<file path="src/rtl/core/sir_pkg.sv">
package sir_pkg;

  localparam int unsigned DATA_W = 32;
  localparam int unsigned PERIOD_W = 16;
  localparam int unsigned QUOT_W = 22;
  localparam int unsigned STEP_CNT_W = 5;

  localparam logic [DATA_W-1:0] CLOCK_HZ = 32'd3546895;
  localparam logic [PERIOD_W-1:0] PERIOD_MIN = 16'd124;
  localparam logic [PERIOD_W-1:0] PERIOD_MAX = 16'hFFFF;
  localparam logic [DATA_W-1:0] LEN_MAX = 32'hFFFF_FFFF;
  localparam logic [DATA_W-1:0] LEN_SAT = 32'hFFFF_FFFE;
  localparam logic [STEP_CNT_W-1:0] LAST_STEP = 5'(QUOT_W - 1);

endpackage

</file>
<file path="src/rtl/core/sir_ifs.sv">
interface sir_cfg_if;
  logic                        valid;
  logic                        ready;
  logic [sir_pkg::DATA_W-1:0]  raw_bank_bytes;

  modport source (output valid, output raw_bank_bytes, input ready);
  modport sink (input valid, input raw_bank_bytes, output ready);
endinterface

interface sir_rec_if;
  logic                        valid;
  logic                        ready;
  logic                        new_bank;
  logic [sir_pkg::DATA_W-1:0]  sample_offset;
  logic [sir_pkg::DATA_W-1:0]  sample_length;
  logic [sir_pkg::DATA_W-1:0]  sample_rate;

  modport source (output valid, output new_bank, output sample_offset,
                  output sample_length, output sample_rate, input ready);
  modport sink (input valid, input new_bank, input sample_offset,
                input sample_length, input sample_rate, output ready);
endinterface

interface sir_lay_if;
  logic                          valid;
  logic                          ready;
  logic [sir_pkg::DATA_W-1:0]    bank_offset;
  logic [sir_pkg::DATA_W-1:0]    padded_length;
  logic [sir_pkg::PERIOD_W-1:0]  play_period;
  logic [sir_pkg::PERIOD_W-1:0]  rate_out;
  logic                          dropped;
  logic [sir_pkg::DATA_W-1:0]    bank_total;

  modport source (output valid, output bank_offset, output padded_length,
                  output play_period, output rate_out, output dropped,
                  output bank_total, input ready);
  modport sink (input valid, input bank_offset, input padded_length,
                input play_period, input rate_out, input dropped,
                input bank_total, output ready);
endinterface

</file>
<file path="src/rtl/core/sample_index_repacker.sv">
// A record that needs a period waits for the 22 one-bit steps of the restoring
// divider; a hole or a zero rate skips the divider. One request is in flight at a
// time; a new request is taken only after the result handshake for the last one.
// Reset (synchronous, active high) clears the running offset and the bank size register.
module sample_index_repacker #(
  parameter int unsigned OFFSET_WIDTH = 32
) (
  input  logic        clk,
  input  logic        rst,
  sir_cfg_if.sink     cfg,
  sir_rec_if.sink     rec,
  sir_lay_if.source   lay
);

  typedef enum logic [1:0] {
    IDLE,
    CALC,
    DIV_WAIT,
    SEND
  } state_t;

  state_t                          state;
  logic [sir_pkg::DATA_W-1:0]      raw_bank_bytes;
  logic [OFFSET_WIDTH-1:0]         running_offset;

  logic                            nb;
  logic [sir_pkg::DATA_W-1:0]      off;
  logic [sir_pkg::DATA_W-1:0]      len;
  logic [sir_pkg::DATA_W-1:0]      rate;

  logic [sir_pkg::DATA_W-1:0]      bank_offset;
  logic [sir_pkg::DATA_W-1:0]      padded_length;
  logic [sir_pkg::PERIOD_W-1:0]    play_period;
  logic [sir_pkg::PERIOD_W-1:0]    rate_out;
  logic                            dropped;
  logic [sir_pkg::DATA_W-1:0]      bank_total;

  logic [OFFSET_WIDTH-1:0]         base;
  logic [OFFSET_WIDTH-1:0]         advanced;
  logic [sir_pkg::DATA_W-1:0]      room;
  logic                            outside;
  logic                            hole;
  logic [sir_pkg::DATA_W-1:0]      even;
  logic [sir_pkg::PERIOD_W-1:0]    rate_sat;
  logic                            div_start;
  logic [sir_pkg::DATA_W-1:0]      dividend;
  logic                            div_done;
  logic [sir_pkg::QUOT_W-1:0]      quotient;
  logic [sir_pkg::PERIOD_W-1:0]    period_clamped;

  assign cfg.ready = 1'b1;
  assign rec.ready = (state == IDLE);

  assign base = nb ? '0 : running_offset;
  assign room = raw_bank_bytes - off;
  assign outside = (off > raw_bank_bytes) || (len > room);
  assign hole = (len == '0) || outside;
  assign even = (len == sir_pkg::LEN_MAX) ? sir_pkg::LEN_SAT :
                (len + {{(sir_pkg::DATA_W-1){1'b0}}, len[0]});
  assign advanced = base + even[OFFSET_WIDTH-1:0];
  assign rate_sat = (rate[sir_pkg::DATA_W-1:sir_pkg::PERIOD_W] != '0) ?
                    sir_pkg::PERIOD_MAX : rate[sir_pkg::PERIOD_W-1:0];
  assign dividend = sir_pkg::CLOCK_HZ + {1'b0, rate[sir_pkg::DATA_W-1:1]};
  assign div_start = (state == CALC) && !hole && (rate != '0);

  assign period_clamped =
    (quotient[sir_pkg::QUOT_W-1:sir_pkg::PERIOD_W] != '0) ? sir_pkg::PERIOD_MAX :
    (quotient[sir_pkg::PERIOD_W-1:0] < sir_pkg::PERIOD_MIN) ? sir_pkg::PERIOD_MIN :
    quotient[sir_pkg::PERIOD_W-1:0];

  sir_div u_div (
    .clk      (clk),
    .rst      (rst),
    .start    (div_start),
    .dividend (dividend),
    .divisor  (rate),
    .done     (div_done),
    .quotient (quotient)
  );

  always_ff @(posedge clk) begin
    if (rst) begin
      state <= IDLE;
      raw_bank_bytes <= '0;
      running_offset <= '0;
    end else begin
      if (cfg.valid) begin
        raw_bank_bytes <= cfg.raw_bank_bytes;
      end
      unique case (state)
        IDLE: begin
          if (rec.valid) begin
            nb <= rec.new_bank;
            off <= rec.sample_offset;
            len <= rec.sample_length;
            rate <= rec.sample_rate;
            state <= CALC;
          end
        end
        CALC: begin
          if (hole) begin
            running_offset <= base;
            bank_offset <= '0;
            padded_length <= '0;
            play_period <= '0;
            rate_out <= '0;
            dropped <= (len != '0);
            bank_total <= sir_pkg::DATA_W'(base);
            state <= SEND;
          end else begin
            running_offset <= advanced;
            bank_offset <= sir_pkg::DATA_W'(base);
            padded_length <= even;
            play_period <= sir_pkg::PERIOD_MIN;
            rate_out <= rate_sat;
            dropped <= 1'b0;
            bank_total <= sir_pkg::DATA_W'(advanced);
            state <= (rate == '0) ? SEND : DIV_WAIT;
          end
        end
        DIV_WAIT: begin
          if (div_done) begin
            play_period <= period_clamped;
            state <= SEND;
          end
        end
        SEND: begin
          if (lay.ready) begin
            state <= IDLE;
          end
        end
        default: begin
          state <= IDLE;
        end
      endcase
    end
  end

  assign lay.valid = (state == SEND);
  assign lay.bank_offset = bank_offset;
  assign lay.padded_length = padded_length;
  assign lay.play_period = play_period;
  assign lay.rate_out = rate_out;
  assign lay.dropped = dropped;
  assign lay.bank_total = bank_total;

endmodule

</file>
<file path="src/rtl/core/sir_div.sv">
module sir_div (
  input  logic                         clk,
  input  logic                         rst,
  input  logic                         start,
  input  logic [sir_pkg::DATA_W-1:0]   dividend,
  input  logic [sir_pkg::DATA_W-1:0]   divisor,
  output logic                         done,
  output logic [sir_pkg::QUOT_W-1:0]   quotient
);

  logic                              busy;
  logic [sir_pkg::STEP_CNT_W-1:0]    step;
  logic [sir_pkg::DATA_W-1:0]        rem;
  logic [sir_pkg::QUOT_W-1:0]        bits;
  logic [sir_pkg::DATA_W-1:0]        dvs;
  logic [sir_pkg::DATA_W:0]          shifted;
  logic [sir_pkg::DATA_W+1:0]        diff;

  // The quotient always fits in QUOT_W bits, so the top dividend bits start
  // out below the divisor and only the low QUOT_W bits need a step each.
  assign shifted = {rem, bits[sir_pkg::QUOT_W-1]};
  assign diff = {1'b0, shifted} - {2'b00, dvs};

  always_ff @(posedge clk) begin
    if (rst) begin
      busy <= 1'b0;
      done <= 1'b0;
      step <= '0;
    end else begin
      done <= 1'b0;
      if (start) begin
        busy <= 1'b1;
        step <= '0;
        rem <= {{sir_pkg::QUOT_W{1'b0}}, dividend[sir_pkg::DATA_W-1:sir_pkg::QUOT_W]};
        bits <= dividend[sir_pkg::QUOT_W-1:0];
        dvs <= divisor;
      end else if (busy) begin
        if (diff[sir_pkg::DATA_W+1]) begin
          rem <= shifted[sir_pkg::DATA_W-1:0];
          bits <= {bits[sir_pkg::QUOT_W-2:0], 1'b0};
        end else begin
          rem <= diff[sir_pkg::DATA_W-1:0];
          bits <= {bits[sir_pkg::QUOT_W-2:0], 1'b1};
        end
        step <= step + 1'b1;
        if (step == sir_pkg::LAST_STEP) begin
          busy <= 1'b0;
          done <= 1'b1;
        end
      end
    end
  end

  // Dividend bits leave at the top while quotient bits enter at the bottom.
  assign quotient = bits;

endmodule

</file>
<file path="src/flat_wrapper.sv">
// flat-port wrapper written by rule: the top's interface ports become plain ports
module sample_index_repacker_flat 
#(
  parameter int unsigned OFFSET_WIDTH = 32
)
  (clk, rst, cfg_valid, cfg_raw_bank_bytes, cfg_ready, rec_valid, rec_new_bank, rec_sample_offset, rec_sample_length, rec_sample_rate, rec_ready, lay_valid, lay_bank_offset, lay_padded_length, lay_play_period, lay_rate_out, lay_dropped, lay_bank_total, lay_ready);
  sir_cfg_if cfg_i ();
  sir_rec_if rec_i ();
  sir_lay_if lay_i ();
  input  logic clk;
  input  logic rst;
  input wire logic [$bits(cfg_i.valid)-1:0] cfg_valid;
  input wire logic [$bits(cfg_i.raw_bank_bytes)-1:0] cfg_raw_bank_bytes;
  output wire logic [$bits(cfg_i.ready)-1:0] cfg_ready;
  input wire logic [$bits(rec_i.valid)-1:0] rec_valid;
  input wire logic [$bits(rec_i.new_bank)-1:0] rec_new_bank;
  input wire logic [$bits(rec_i.sample_offset)-1:0] rec_sample_offset;
  input wire logic [$bits(rec_i.sample_length)-1:0] rec_sample_length;
  input wire logic [$bits(rec_i.sample_rate)-1:0] rec_sample_rate;
  output wire logic [$bits(rec_i.ready)-1:0] rec_ready;
  output wire logic [$bits(lay_i.valid)-1:0] lay_valid;
  output wire logic [$bits(lay_i.bank_offset)-1:0] lay_bank_offset;
  output wire logic [$bits(lay_i.padded_length)-1:0] lay_padded_length;
  output wire logic [$bits(lay_i.play_period)-1:0] lay_play_period;
  output wire logic [$bits(lay_i.rate_out)-1:0] lay_rate_out;
  output wire logic [$bits(lay_i.dropped)-1:0] lay_dropped;
  output wire logic [$bits(lay_i.bank_total)-1:0] lay_bank_total;
  input wire logic [$bits(lay_i.ready)-1:0] lay_ready;
  assign cfg_i.valid = cfg_valid;
  assign cfg_i.raw_bank_bytes = cfg_raw_bank_bytes;
  assign cfg_ready = cfg_i.ready;
  assign rec_i.valid = rec_valid;
  assign rec_i.new_bank = rec_new_bank;
  assign rec_i.sample_offset = rec_sample_offset;
  assign rec_i.sample_length = rec_sample_length;
  assign rec_i.sample_rate = rec_sample_rate;
  assign rec_ready = rec_i.ready;
  assign lay_valid = lay_i.valid;
  assign lay_bank_offset = lay_i.bank_offset;
  assign lay_padded_length = lay_i.padded_length;
  assign lay_play_period = lay_i.play_period;
  assign lay_rate_out = lay_i.rate_out;
  assign lay_dropped = lay_i.dropped;
  assign lay_bank_total = lay_i.bank_total;
  assign lay_i.ready = lay_ready;
  sample_index_repacker #(.OFFSET_WIDTH(OFFSET_WIDTH)) u_core (.clk(clk), .rst(rst), .cfg(cfg_i), .rec(rec_i), .lay(lay_i));
endmodule
</file>
<file path="config.mk">
export PLATFORM = sky130hd
export DESIGN_NAME = sample_index_repacker_flat
export DESIGN_NICKNAME = d
export VERILOG_FILES = /design/src/rtl/core/sir_pkg.sv /design/src/rtl/core/sir_ifs.sv /design/src/rtl/core/sample_index_repacker.sv /design/src/rtl/core/sir_div.sv /design/src/flat_wrapper.sv
export SDC_FILE = /design/constraint.sdc
export NUM_CORES = 1
export LEC_CHECK = 0
export ABC_CLOCK_PERIOD_IN_PS = 7750
export BUFFER_PORTS_ARGS = -buffer_cell sky130_fd_sc_hd__buf_4
export CAP_MARGIN = 40
export CORE_ASPECT_RATIO = 1.25
export CORE_MARGIN = 1.5
export CORE_UTILIZATION = 34
export DETAILED_ROUTE_END_ITERATION = 8
export PLACE_DENSITY = 0.61
export SKIP_CTS_REPAIR_TIMING = 1
export SYNTH_ARGS = -nofsm -noshare
export SYNTH_HDL_FRONTEND = slang
export SYNTH_HIERARCHICAL = 1
export SYNTH_SLANG_ARGS = --single-unit
</file>
<file path="constraint.sdc">
create_clock -name clk -period 7.75 [get_ports clk]
set_input_delay 1.55 -clock clk [delete_from_list [all_inputs] [get_ports clk]]
set_output_delay 1.55 -clock clk [all_outputs]
set_load 0.01 [all_outputs]
</file>
# Word level (Yosys, flattened, before mapping)
# Index checks and enable logic that the tools add are counted.
[classes]
n_reduce_logical = 22
add_sub_neg = 6
n_eq_ne = 8
mux = 25
bitwise_logic = 2
order_cmp = 3
[ops]
columns = ["cell", "count"]
rows = [
  ["32-bit two-way mux", 5],
  ["32-bit > comparator", 2],
  ["32-bit zero test", 2],
  ["16-bit two-way mux", 4],
  ["32-bit nonzero test", 2],
  ["22-bit two-way mux", 2],
  ["33-bit by 32-bit subtractor with 34-bit output", 1],
  ["22-bit by 31-bit adder with 32-bit output (first input constant)", 1],
  ["32-bit by 1-bit adder with 32-bit output", 1],
  ["32-bit adder", 1],
  ["32-bit equality test (second input constant)", 1],
  ["16-bit one-hot mux with 2 select lines", 1],
  ["32-bit subtractor", 1],
  ["16-bit by 7-bit < comparator with 1-bit output (second input constant)", 1],
  ["16-bit nonzero test", 1],
  ["10-bit two-way mux", 1],
  ["3-bit AND reduction", 3],
  ["2-bit two-way mux", 4],
  ["2-bit one-hot mux with 4 select lines", 1],
  ["7-bit two-way mux", 1],
  ["1-bit two-way mux", 6],
  ["2-bit AND reduction", 3],
  ["6-bit nonzero test", 1],
  ["5-bit by 1-bit adder with 5-bit output (second input constant)", 1],
  ["13 further kinds", 19],
]
[word_totals]
input_bits = 134
reg_bits = 385
word_cells = 86
output_inout_bits = 132

# Longest topological paths before layout
# Gate-level depths: netlist of the first run.
[logic_depth]
word_depth = 9
depth_mapped = 27
mapped_depth_nobuf = 24

# Cells and area by module
# The synthesis of the first run kept the hierarchy.
[by_module_without_submodules]
columns = ["mod", "cells_per_inst", "area_each_um2", "instances", "seq_area_each_um2"]
rows = [
  ["sample_index_repacker", 1564, 16080.4, 1, 8077.7],
  ["sir_div", 503, 5677.9, 1, 2722.6],
]

# Worst setup path before layout of the first run
# OpenSTA, ideal clock, no wires.
[synth_path]
path_kind = "register to register"
startpoint = "reg u_core/off[1] in the netlist's numbering"
endpoint = "reg u_core.u_div.bits (netlist bit u_core/u_div/quotient[0]), enable pin"
required_ns = 7.284
period_less_slack_ns = 7.702
setup_slack_ns = 0.048
setup_time_ns = 0.466
stages_incl_launch_ff = 27
n_path_buf = 4
arrival_ns = 7.236
cell_sequence = "edfxtp_1 -> inv_1 -> ha_1 -> nor2b_1 -> o21a_1 -> o21ai_0 -> a21oi_1 -> a21oi_1 -> o21ai_0 -> a221oi_1 -> o21ai_0 -> xnor2_1 -> ha_1 -> nor3_1 -> o21ai_1 -> a2111oi_2 -> a211oi_1 -> a211o_1 -> a211oi_4 -> nand2_4 -> buf_6 -> buf_2 -> nor3_1 -> buf_6 -> clkbuf_1 -> nor2_1 -> nor2_1"
[synth_between]
elab_chain_cells = 9
elab_cells_between_ends = 10
classes_between = "add/sub: 1; order compare: 2; reduce/logical: 7"
[synth_rtl]
columns = ["item", "line_no", "text"]
rows = [
  ["start: declaration", "sample_index_repacker.sv:27", "logic [sir_pkg::DATA_W-1:0] off;"],
  ["start signal: assignment", "sample_index_repacker.sv:94", "off <= rec.sample_offset;"],
  ["32-bit subtractor", "sample_index_repacker.sv:55", "assign room = raw_bank_bytes - off;"],
  ["32-bit > comparator", "sample_index_repacker.sv:56", "assign outside = (off > raw_bank_bytes) || (len > room);"],
  ["1-bit logical OR (*)", "sample_index_repacker.sv:56", ""],
  ["1-bit logical OR (*)", "sample_index_repacker.sv:57", "assign hole = (len == '0) || outside;"],
  ["1-bit zero test (*)", "sample_index_repacker.sv:64", "assign div_start = (state == CALC) && !hole && (rate != '0);"],
  ["1-bit logical AND (*) (2 in a row)", "sample_index_repacker.sv:64", ""],
  ["via u_core.div_start", "sample_index_repacker.sv:45", "logic div_start;"],
  ["2-bit nonzero test (no line) (*)", "n/a", ""],
  ["2-bit AND reduction (no line) (*)", "n/a", ""],
  ["end signal: assignment", "sir_div.sv:35", "bits <= dividend[sir_pkg::QUOT_W-1:0];"],
  ["end signal: assignment", "sir_div.sv:40", "bits <= {bits[sir_pkg::QUOT_W-2:0], 1'b0};"],
  ["end signal: assignment", "sir_div.sv:43", "bits <= {bits[sir_pkg::QUOT_W-2:0], 1'b1};"],
  ["end: declaration", "sir_div.sv:14", "logic [sir_pkg::QUOT_W-1:0] bits;"],
]
# The timed path passes the listed nets; every way through them passes the cells marked *.
# A chain may end at the register's enable or synchronous reset.

# Worst setup path after layout of the first run
[layout_path]
startpoint = "reg u_core/off[1] in the netlist's numbering"
endpoint = "reg u_core/u_div/dvs[24] in the netlist's numbering, enable pin"
[layout_between]
elab_chain_cells = 8
elab_cells_between_ends = 9
classes_between = "add/sub: 1; order compare: 2; reduce/logical: 6"
[layout_rtl]
columns = ["item", "line_no", "text"]
rows = [
  ["32-bit subtractor", "sample_index_repacker.sv:55", ""],
  ["32-bit > comparator", "sample_index_repacker.sv:56", ""],
  ["1-bit logical OR (*)", "sample_index_repacker.sv:56", ""],
  ["1-bit logical OR (*)", "sample_index_repacker.sv:57", ""],
  ["1-bit zero test (*)", "sample_index_repacker.sv:64", ""],
  ["1-bit logical AND (*) (2 in a row)", "sample_index_repacker.sv:64", ""],
  ["via u_core.div_start", "sample_index_repacker.sv:45", ""],
  ["2-bit AND reduction (no line) (*)", "n/a", ""],
  ["end signal: assignment", "sir_div.sv:36", "dvs <= divisor;"],
  ["end: declaration", "sir_div.sv:15", "logic [sir_pkg::DATA_W-1:0] dvs;"],
]
# Marks and branches as above.

==> results of run 1 <==
[metrics by stage]
step / setup WS (ns) / std cells
2_1_floorplan: 0.0485 / 2067
3_3_place_gp: 1.30 / 3103
3_5_place_dp: 1.18 / 3108
4_1_cts: 1.18 / 3192
5_1_grt: 0.670 / 3192
6_report: 1.15 / 3192
[sequential cells by signal (all words and copies together), names as in the netlist, 31 cells and up]
signal,count
u_core/u_div/dvs,32
u_core/len,32
u_core/lay.bank_total,32
u_core/off,32
u_core/rate,32
u_core/u_div/rem,32
u_core/lay.padded_length,31
u_core/running_offset,32
u_core/raw_bank_bytes,32
u_core/lay.bank_offset,32
[Yosys cell counts, types with 25 or more instances]
cell type and n:
a21o_1 32, a21oi_1 133, and3_1 41, clkbuf_1 44, dfxtp_1 73, edfxtp_1 311
ha_1 135, inv_1 133, mux2_2 25, mux2i_1 58, nand2_1 167, nand2b_1 36
nand3_1 59, nand4_1 34, nor2_1 198, nor2b_1 28, o21a_1 32, o21ai_0 79
xnor2_1 64, xor2_1 60
[path summary, 6_finish.rpt]
| check | startpoint | endpoint | slack (ns) | cells after the start |
|---|---|---|---|---|
| worst min register to register | u_core/running_offset[4] | u_core/running_offset[4] | 0.47 | 2 |
| worst max register to register | u_core/off[1] | u_core/u_div/dvs[24] | 1.15 | 25 |
| worst min-delay path | u_core/running_offset[4] | u_core/running_offset[4] | 0.47 | 2 |
| worst max-delay path | u_core/off[1] | u_core/u_div/dvs[24] | 1.15 | 25 |
[critical path, cell delays in order, from the launching register on]
cell and delay (ns):
edfxtp_1 0.41, inv_1 0.08, ha_1 0.21, nor2b_1 0.13, o21a_1 0.17, o21ai_0 0.23
a21oi_1 0.21, a21oi_1 0.50, o21ai_0 0.32, a221oi_1 0.28, o21ai_0 0.14, xnor2_1 0.15
ha_1 0.24, nor3_1 0.20, o21ai_1 0.12, a2111oi_2 0.29, a211oi_1 0.11, a211o_1 0.34
a211oi_4 0.19, buf_4 0.28, nand2_4 0.35, nor3_2 0.34, clkinv_1 0.10, buf_4 0.22
nor2_2 0.12, buf_4 0.44
[power by group]
| part | internal [mW] | switching, mW |
|---|---|---|
| combinational | 0.526 | 0.789 |
| sequential | 2.51 | 0.162 |
| clock | 1.37 | 0.897 |
| total | 4.40 | 1.85 |
[cell families after synthesis]
logic type / Yosys count
simple gates: 669
compound gates: 450
flops: 384
buf+inv: 217
fa+ha+maj: 138
xor+xnor: 124
mux: 83
other cells: 2
[layout make-up]
type,count,area share (%)
multi-input combinational,1466,38.3
clock inverter,26,1.29
tap,840,4.02
sequential,384,41.3
inverter,134,1.93
clock buffer,58,4.72
timing repair buffer,284,8.42
[metal layers]
layer  track usage [%]  routed length [um]
met1              22.0               25200
met2              34.5               32400
met3              3.56                3560
met4              5.39                1690
met5                 0                  12
==> summary.txt, run 1 <==
=========================================================================================
Max frequency ..............................................................      152 MHz
CP endpoint kind ...........................................................     register
Post-detailed-placement cell area ..........................................  0.0246 mm^2
Final count of hold timing violations ......................................            0
Antenna violations before repair ...........................................            1
Power Total ................................................................      6.25 mW
Remaining routing DRC violations ...........................................            0
Number of max-cap violations ...............................................            0
Synth Cell Area ............................................................  0.0218 mm^2
Proportion of register bits with asynchronous set or reset after synthesis .           0%
Adder-cell share of the synthesized area ...................................        8.04%
Routability-driven placement congestion ratio ..............................        0.869
Iteration-0 DRC Markers ....................................................          982
Vertical extent of the die .................................................       286 um
Number of top-level design ports ...........................................          266
Synth top area share .......................................................        42.9%
Simple logic cell fraction of the synthesized area .........................        15.0%
Status ..................................................................... finished clean
CTS tree ...................................................................         done
Number of flip-flops and latches in the synthesized netlist ................          384
DP HPWL ....................................................................     47600 um
Cell type contributing the most total cell area after synthesis ............     edfxtp_1
Cells taking the most area after synthesis ................................. edfxtp_1 (43%), ha_1 (7.8%), dfxtp_1 (6.7%), nor2_1 (3.4%), a21oi_1 (3.1%)
Core area ..................................................................  0.0633 mm^2
GRT Resource Usage Total ...................................................        18.7%
Complex-gate fraction of the synthesized area ..............................        14.0%
Slew at the pin closest to its max-slew limit ..............................     0.879 ns
Worst min-delay path class ................................................. register to register
Grt total ovfl .............................................................            0
Clock latency on the worst-skew pair .......................................      0.59 ns
Vias in the first global route .............................................        16500
Utilization after layout ...................................................        41.4%
Relative slew slack ........................................................        40.8%
Number of different library cells in the post-synthesis netlist ............          102
Area growth from synthesis to layout .......................................        20.3%
Clock tree skew after final layout .........................................    0.0153 ns
Sequential-to-total area share from yosys stat .............................        49.6%
Clock tree buffer depth ....................................................            3
Via-to-Cell Ratio ..........................................................         5.16
Category of the critical setup timing path ................................. register to register
Total of warnings raised by yosys ..........................................            6
Multiplexer area fraction after synthesis ..................................        3.96%
Number of detailed-routing iterations run before antenna repair ............            5
Wire length after detailed routing .........................................     62800 um
Die ar. ....................................................................  0.0655 mm^2
Effective utilization at floorplan .........................................        34.4%
N_diodes ...................................................................            0
Fraction of final layout cells with drive strength greater than 1 ..........        18.4%
Layout net count ...........................................................         2587
Most frequent standard cell in the layout excluding fill and tap cells .....     edfxtp_1
Combinational family with the most area after synthesis .................... simple AND/OR/NAND/NOR gates
Period Utilization, post-route .............................................        85.1%
Max-slew violation count ...................................................            0
Final antenna-violating net count ..........................................            0
Net count after synthesis ..................................................         2339
Clock H-tree levels ........................................................            2
RSZ-0062 raised after global routing .......................................           no
Pin count of the biggest net entering global routing .......................           66
Count of vias placed by the detailed router ................................        16500
Power Dens Cells ...........................................................  239 mW/mm^2
Fillcell total .............................................................         6078
Worst-path maximum fanout ..................................................           49
Footprint of the multi-input gates .........................................  0.0100 mm^2
Routed length per placed instance ..........................................      19.7 um
Sequential cell area .......................................................  0.0108 mm^2
Worst VDD drop .............................................................   0.000159 V
Layout Cell Area excl Fill .................................................  0.0262 mm^2
Clock Tree Root ............................................................    clkbuf_16
Die extent in x ............................................................       229 um
Number of setup violations in the final report .............................            0
Row cnt ....................................................................          103
Data arrival time of the critical path .....................................      6.81 ns
Count of buffers from port buffering .......................................          263
Number of clock sinks ......................................................          384
Commonest non-fill, non-tap cells in the layout ............................ edfxtp_1 (311), buf_4 (279), nor2_1 (195)
Leak Pwr ...................................................................      10.7 nW
Clk pin slew, worst setup/hold paths .......................................      0.06 ns
Most used flip-flop cell after synthesis ...................................     edfxtp_1
Number of enable flip-flop cells after synthesis ...........................          311
Accumulated negative setup slack ...........................................         0 ns
Kind of start point of the critical path ...................................     register
Worst-case hold slack ......................................................     0.467 ns
CTS buffer count ...........................................................           45
Post-synthesis cell count ..................................................         2067
Post-synthesis share of cell area spent on xor and xnor gates ..............        4.99%
Required time worst endpoint ...............................................      7.97 ns
Average size of a mapped cell ..............................................    10.5 um^2
Wire length of the first global-routing pass ...............................     94400 um
Min cycle time layout ......................................................      6.60 ns
=========================================================================================
(Power assumes the default switching activity.)
==> inputs of run 2 (changes only) <==
MAX_ROUTING_LAYER = met4   (was not set)
SYNTH_HIERARCHICAL = not set   (was 1)
==> summary.txt, run 2 <==
=========================================================================================
Status ..................................................................... finished clean   unchanged
N_diodes ...................................................................            0   unchanged
Count of buffers from port buffering .......................................          263   unchanged
Iteration-0 DRC Markers ....................................................         1048   was 982
Max-slew violation count ...................................................            0   unchanged
Commonest non-fill, non-tap cells in the layout ............................ edfxtp_1 (311), buf_4 (281), nand2_1 (199)   was edfxtp_1 (311), buf_4 (279), nor2_1 (195)
CTS buffer count ...........................................................           44   was 45
Row cnt ....................................................................          101   was 103
Die ar. ....................................................................  0.0630 mm^2   was 0.0655 mm^2
Grt total ovfl .............................................................            0   unchanged
Synth Cell Area ............................................................  0.0209 mm^2   was 0.0218 mm^2
Layout net count ...........................................................         2528   was 2587
Post-synthesis cell count ..................................................         1992   was 2067
Antenna violations before repair ...........................................            0   was 1
Worst min-delay path class ................................................. register to register   unchanged
Via-to-Cell Ratio ..........................................................         5.18   was 5.16
RSZ-0062 raised after global routing .......................................           no   unchanged
Data arrival time of the critical path .....................................      7.29 ns   was 6.81 ns
Effective utilization at floorplan .........................................        34.4%   about the same
Net count after synthesis ..................................................         2264   was 2339
Total of warnings raised by yosys ..........................................            0   was 6
Clk pin slew, worst setup/hold paths .......................................      0.06 ns   about the same
Vias in the first global route .............................................        16400   was 16500
Pin count of the biggest net entering global routing .......................           73   was 66
Wire length after detailed routing .........................................     60100 um   was 62800 um
Slew at the pin closest to its max-slew limit ..............................     0.899 ns   was 0.879 ns
Most frequent cell after synthesis .........................................     edfxtp_1   unchanged
Category of the critical setup timing path ................................. register to register   unchanged
Vertical extent of the die .................................................       280 um   was 286 um
Relative slew slack ........................................................        40.1%   was 40.8%
Leak Pwr ...................................................................      10.3 nW   was 10.7 nW
Post-detailed-placement cell area ..........................................  0.0239 mm^2   was 0.0246 mm^2
Clock Tree Root ............................................................    clkbuf_16   unchanged
DP HPWL ....................................................................     44700 um   was 47600 um
Sequential-to-total area share from yosys stat .............................        51.7%   was 49.6%
Synth top area share .......................................................        44.7%   was 42.9%
Remaining routing DRC violations ...........................................            0   unchanged
Number of enable flip-flop cells after synthesis ...........................          311   unchanged
Clock latency on the worst-skew pair .......................................      0.59 ns   about the same
Number of setup violations in the final report .............................            0   unchanged
Worst VDD drop .............................................................   0.000154 V   was 0.000159 V
Clock tree skew after final layout .........................................    0.0315 ns   was 0.0153 ns
Routed length per placed instance ..........................................      19.3 um   was 19.7 um
Final antenna-violating net count ..........................................            0   unchanged
Count of vias placed by the detailed router ................................        16100   was 16500
Proportion of register bits with asynchronous set or reset after synthesis .           0%   unchanged
Number of clock sinks ......................................................          384   unchanged
Core area ..................................................................  0.0608 mm^2   was 0.0633 mm^2
Power Dens Cells ...........................................................  258 mW/mm^2   was 239 mW/mm^2
Accumulated negative setup slack ...........................................         0 ns   unchanged
Max frequency ..............................................................      142 MHz   was 152 MHz
Most frequent standard cell in the layout excluding fill and tap cells .....     edfxtp_1   unchanged
CP endpoint kind ...........................................................     register   unchanged
Kind of start point of the critical path ...................................     register   unchanged
Number of detailed-routing iterations run before antenna repair ............            7   was 5
Cell types with the highest counts after synthesis ......................... edfxtp_1 (311), nand2_1 (200), nor2_1 (197)   was edfxtp_1 (311), nor2_1 (198), nand2_1 (167)
Number of max-cap violations ...............................................            0   unchanged
CTS tree ...................................................................         done   unchanged
Clock H-tree levels ........................................................            2   unchanged
Number of different library cells in the post-synthesis netlist ............           88   was 102
Clock tree buffer depth ....................................................            3   unchanged
Required time worst endpoint ...............................................      8.01 ns   was 7.97 ns
Worst-path maximum fanout ..................................................           40   was 49
Final count of hold timing violations ......................................            0   unchanged
Cells taking the most area after synthesis ................................. edfxtp_1 (45%), ha_1 (8.1%), dfxtp_1 (7.0%), a21oi_1 (3.9%), nand2_1 (3.6%)   was edfxtp_1 (43%), ha_1 (7.8%), dfxtp_1 (6.7%), nor2_1 (3.4%), a21oi_1 (3.1%)
Fraction of final layout cells with drive strength greater than 1 ..........        16.5%   was 18.4%
Layout Cell Area excl Fill .................................................  0.0253 mm^2   was 0.0262 mm^2
Cell type contributing the most total cell area after synthesis ............     edfxtp_1   unchanged
Wire length of the first global-routing pass ...............................     92000 um   was 94400 um
Min cycle time layout ......................................................      7.03 ns   was 6.60 ns
Average size of a mapped cell ..............................................    10.5 um^2   about the same
Routability-driven placement congestion ratio ..............................        0.906   was 0.869
Number of top-level design ports ...........................................          266   unchanged
Period Utilization, post-route .............................................        90.7%   was 85.1%
GRT Resource Usage Total ...................................................        19.5%   was 18.7%
Area growth from synthesis to layout .......................................        21.2%   was 20.3%
Most used flip-flop cell after synthesis ...................................     edfxtp_1   unchanged
Power Total ................................................................      6.54 mW   was 6.25 mW
Die extent in x ............................................................       225 um   was 229 um
Number of flip-flops and latches in the synthesized netlist ................          384   unchanged
=========================================================================================
==> run 2: changes by cell type in the layout (fill, tap and decap cells not counted), sizes merged, moves of 11 or more <==
cell | previous run | this run
a21oi | 134 | 165
and2 | 12 | 38
o21ai | 98 | 84
xor2 | 60 | 71
nand2 | 168 | 200
and3 | 43 | 14
inv | 134 | 123
mux2i | 58 | 45
nand3 | 60 | 39
mux2 | 25 | 5
==> run 2: final cells by class <==
type	count	area, um^2
repair buffers	283	2160
well taps	824	1030
clock inverters	18	178
inverters	122	458
fillers	5845	35400
flip-flops and latches	384	10800
clock buffers	64	1310
multi-input cells	1421	9410
==> run 2: routing by layer <==
layer  track usage, %  vias up  routed length, um
met2             33.7      490              30200
met4             7.81        0               2270
met5                -        -                  0
met3             3.73      124               3480
li1                 -     7761                  -
met1             22.1     7756              24100
==> run 2: path summary, 6_finish.rpt <==
| kind | cells after the start | end | slack, ns | from |
|---|---|---|---|---|
| worst max-delay path | 22 | u_core.u_div.rem[27] | 0.72 | u_core.off[1] |
| worst min-delay path | 2 | u_core.running_offset[0] | 0.46 | u_core.running_offset[0] |
| worst min register to register | 2 | u_core.running_offset[0] | 0.46 | u_core.running_offset[0] |
| worst max register to register | 22 | u_core.u_div.rem[27] | 0.72 | u_core.off[1] |
==> run 2: logic make-up after synthesis <==
logic type,Yosys count,share of synthesized area [%]
xor+xnor,130,5.45
mux,50,2.42
simple gates,656,14.9
flops,384,51.7
buf+inv,187,3.58
compound gates,445,13.6
fa+ha+maj,138,8.37
other cells,2,0.0359
==> run 2: through the flow <==
stage / std cells / worst slack, ns / hold slack (ns) / utilization [%]
3_5_place_dp: 3034 / 0.874 / 0.454 / 39.2
5_1_grt: 3116 / 0.256 / 0.495 / 41.7
6_report: 3116 / 0.720 / 0.460 / 41.7
4_1_cts: 3116 / 0.805 / 0.462 / 41.7
2_1_floorplan: 1992 / 1.32 / 0.433 / -
3_3_place_gp: 3032 / 1.03 / 0.455 / 39.2
==> run 2: worst max-delay path, cell delays in order, from the launching register on <==
cell       delay, ns
edfxtp_1        0.39
inv_1           0.06
ha_1            0.26
nor2b_1         0.16
o2111ai_1       0.14
a21bo_2         0.25
o311ai_0        0.73
o22ai_1         0.33
a21oi_1         0.42
inv_1           0.08
o21ai_0         0.28
a2111oi_0       0.20
or2_2           0.31
ha_1            0.29
nand4_1         0.12
or2_1           0.25
nor4_1          0.38
nand2_1         0.20
a221o_4         0.66
nor2_1          0.25
nand2_1         0.11
nand2_2         0.45
buf_12          0.28
==> run 2: where the power goes <==
part / leakage [nW] / switching [mW] / internal, mW
sequential: 3.48 / 0.196 / 2.59
clock: 0.732 / 0.875 / 1.27
combinational: 6.12 / 0.961 / 0.652
total: 10.3 / 2.03 / 4.51
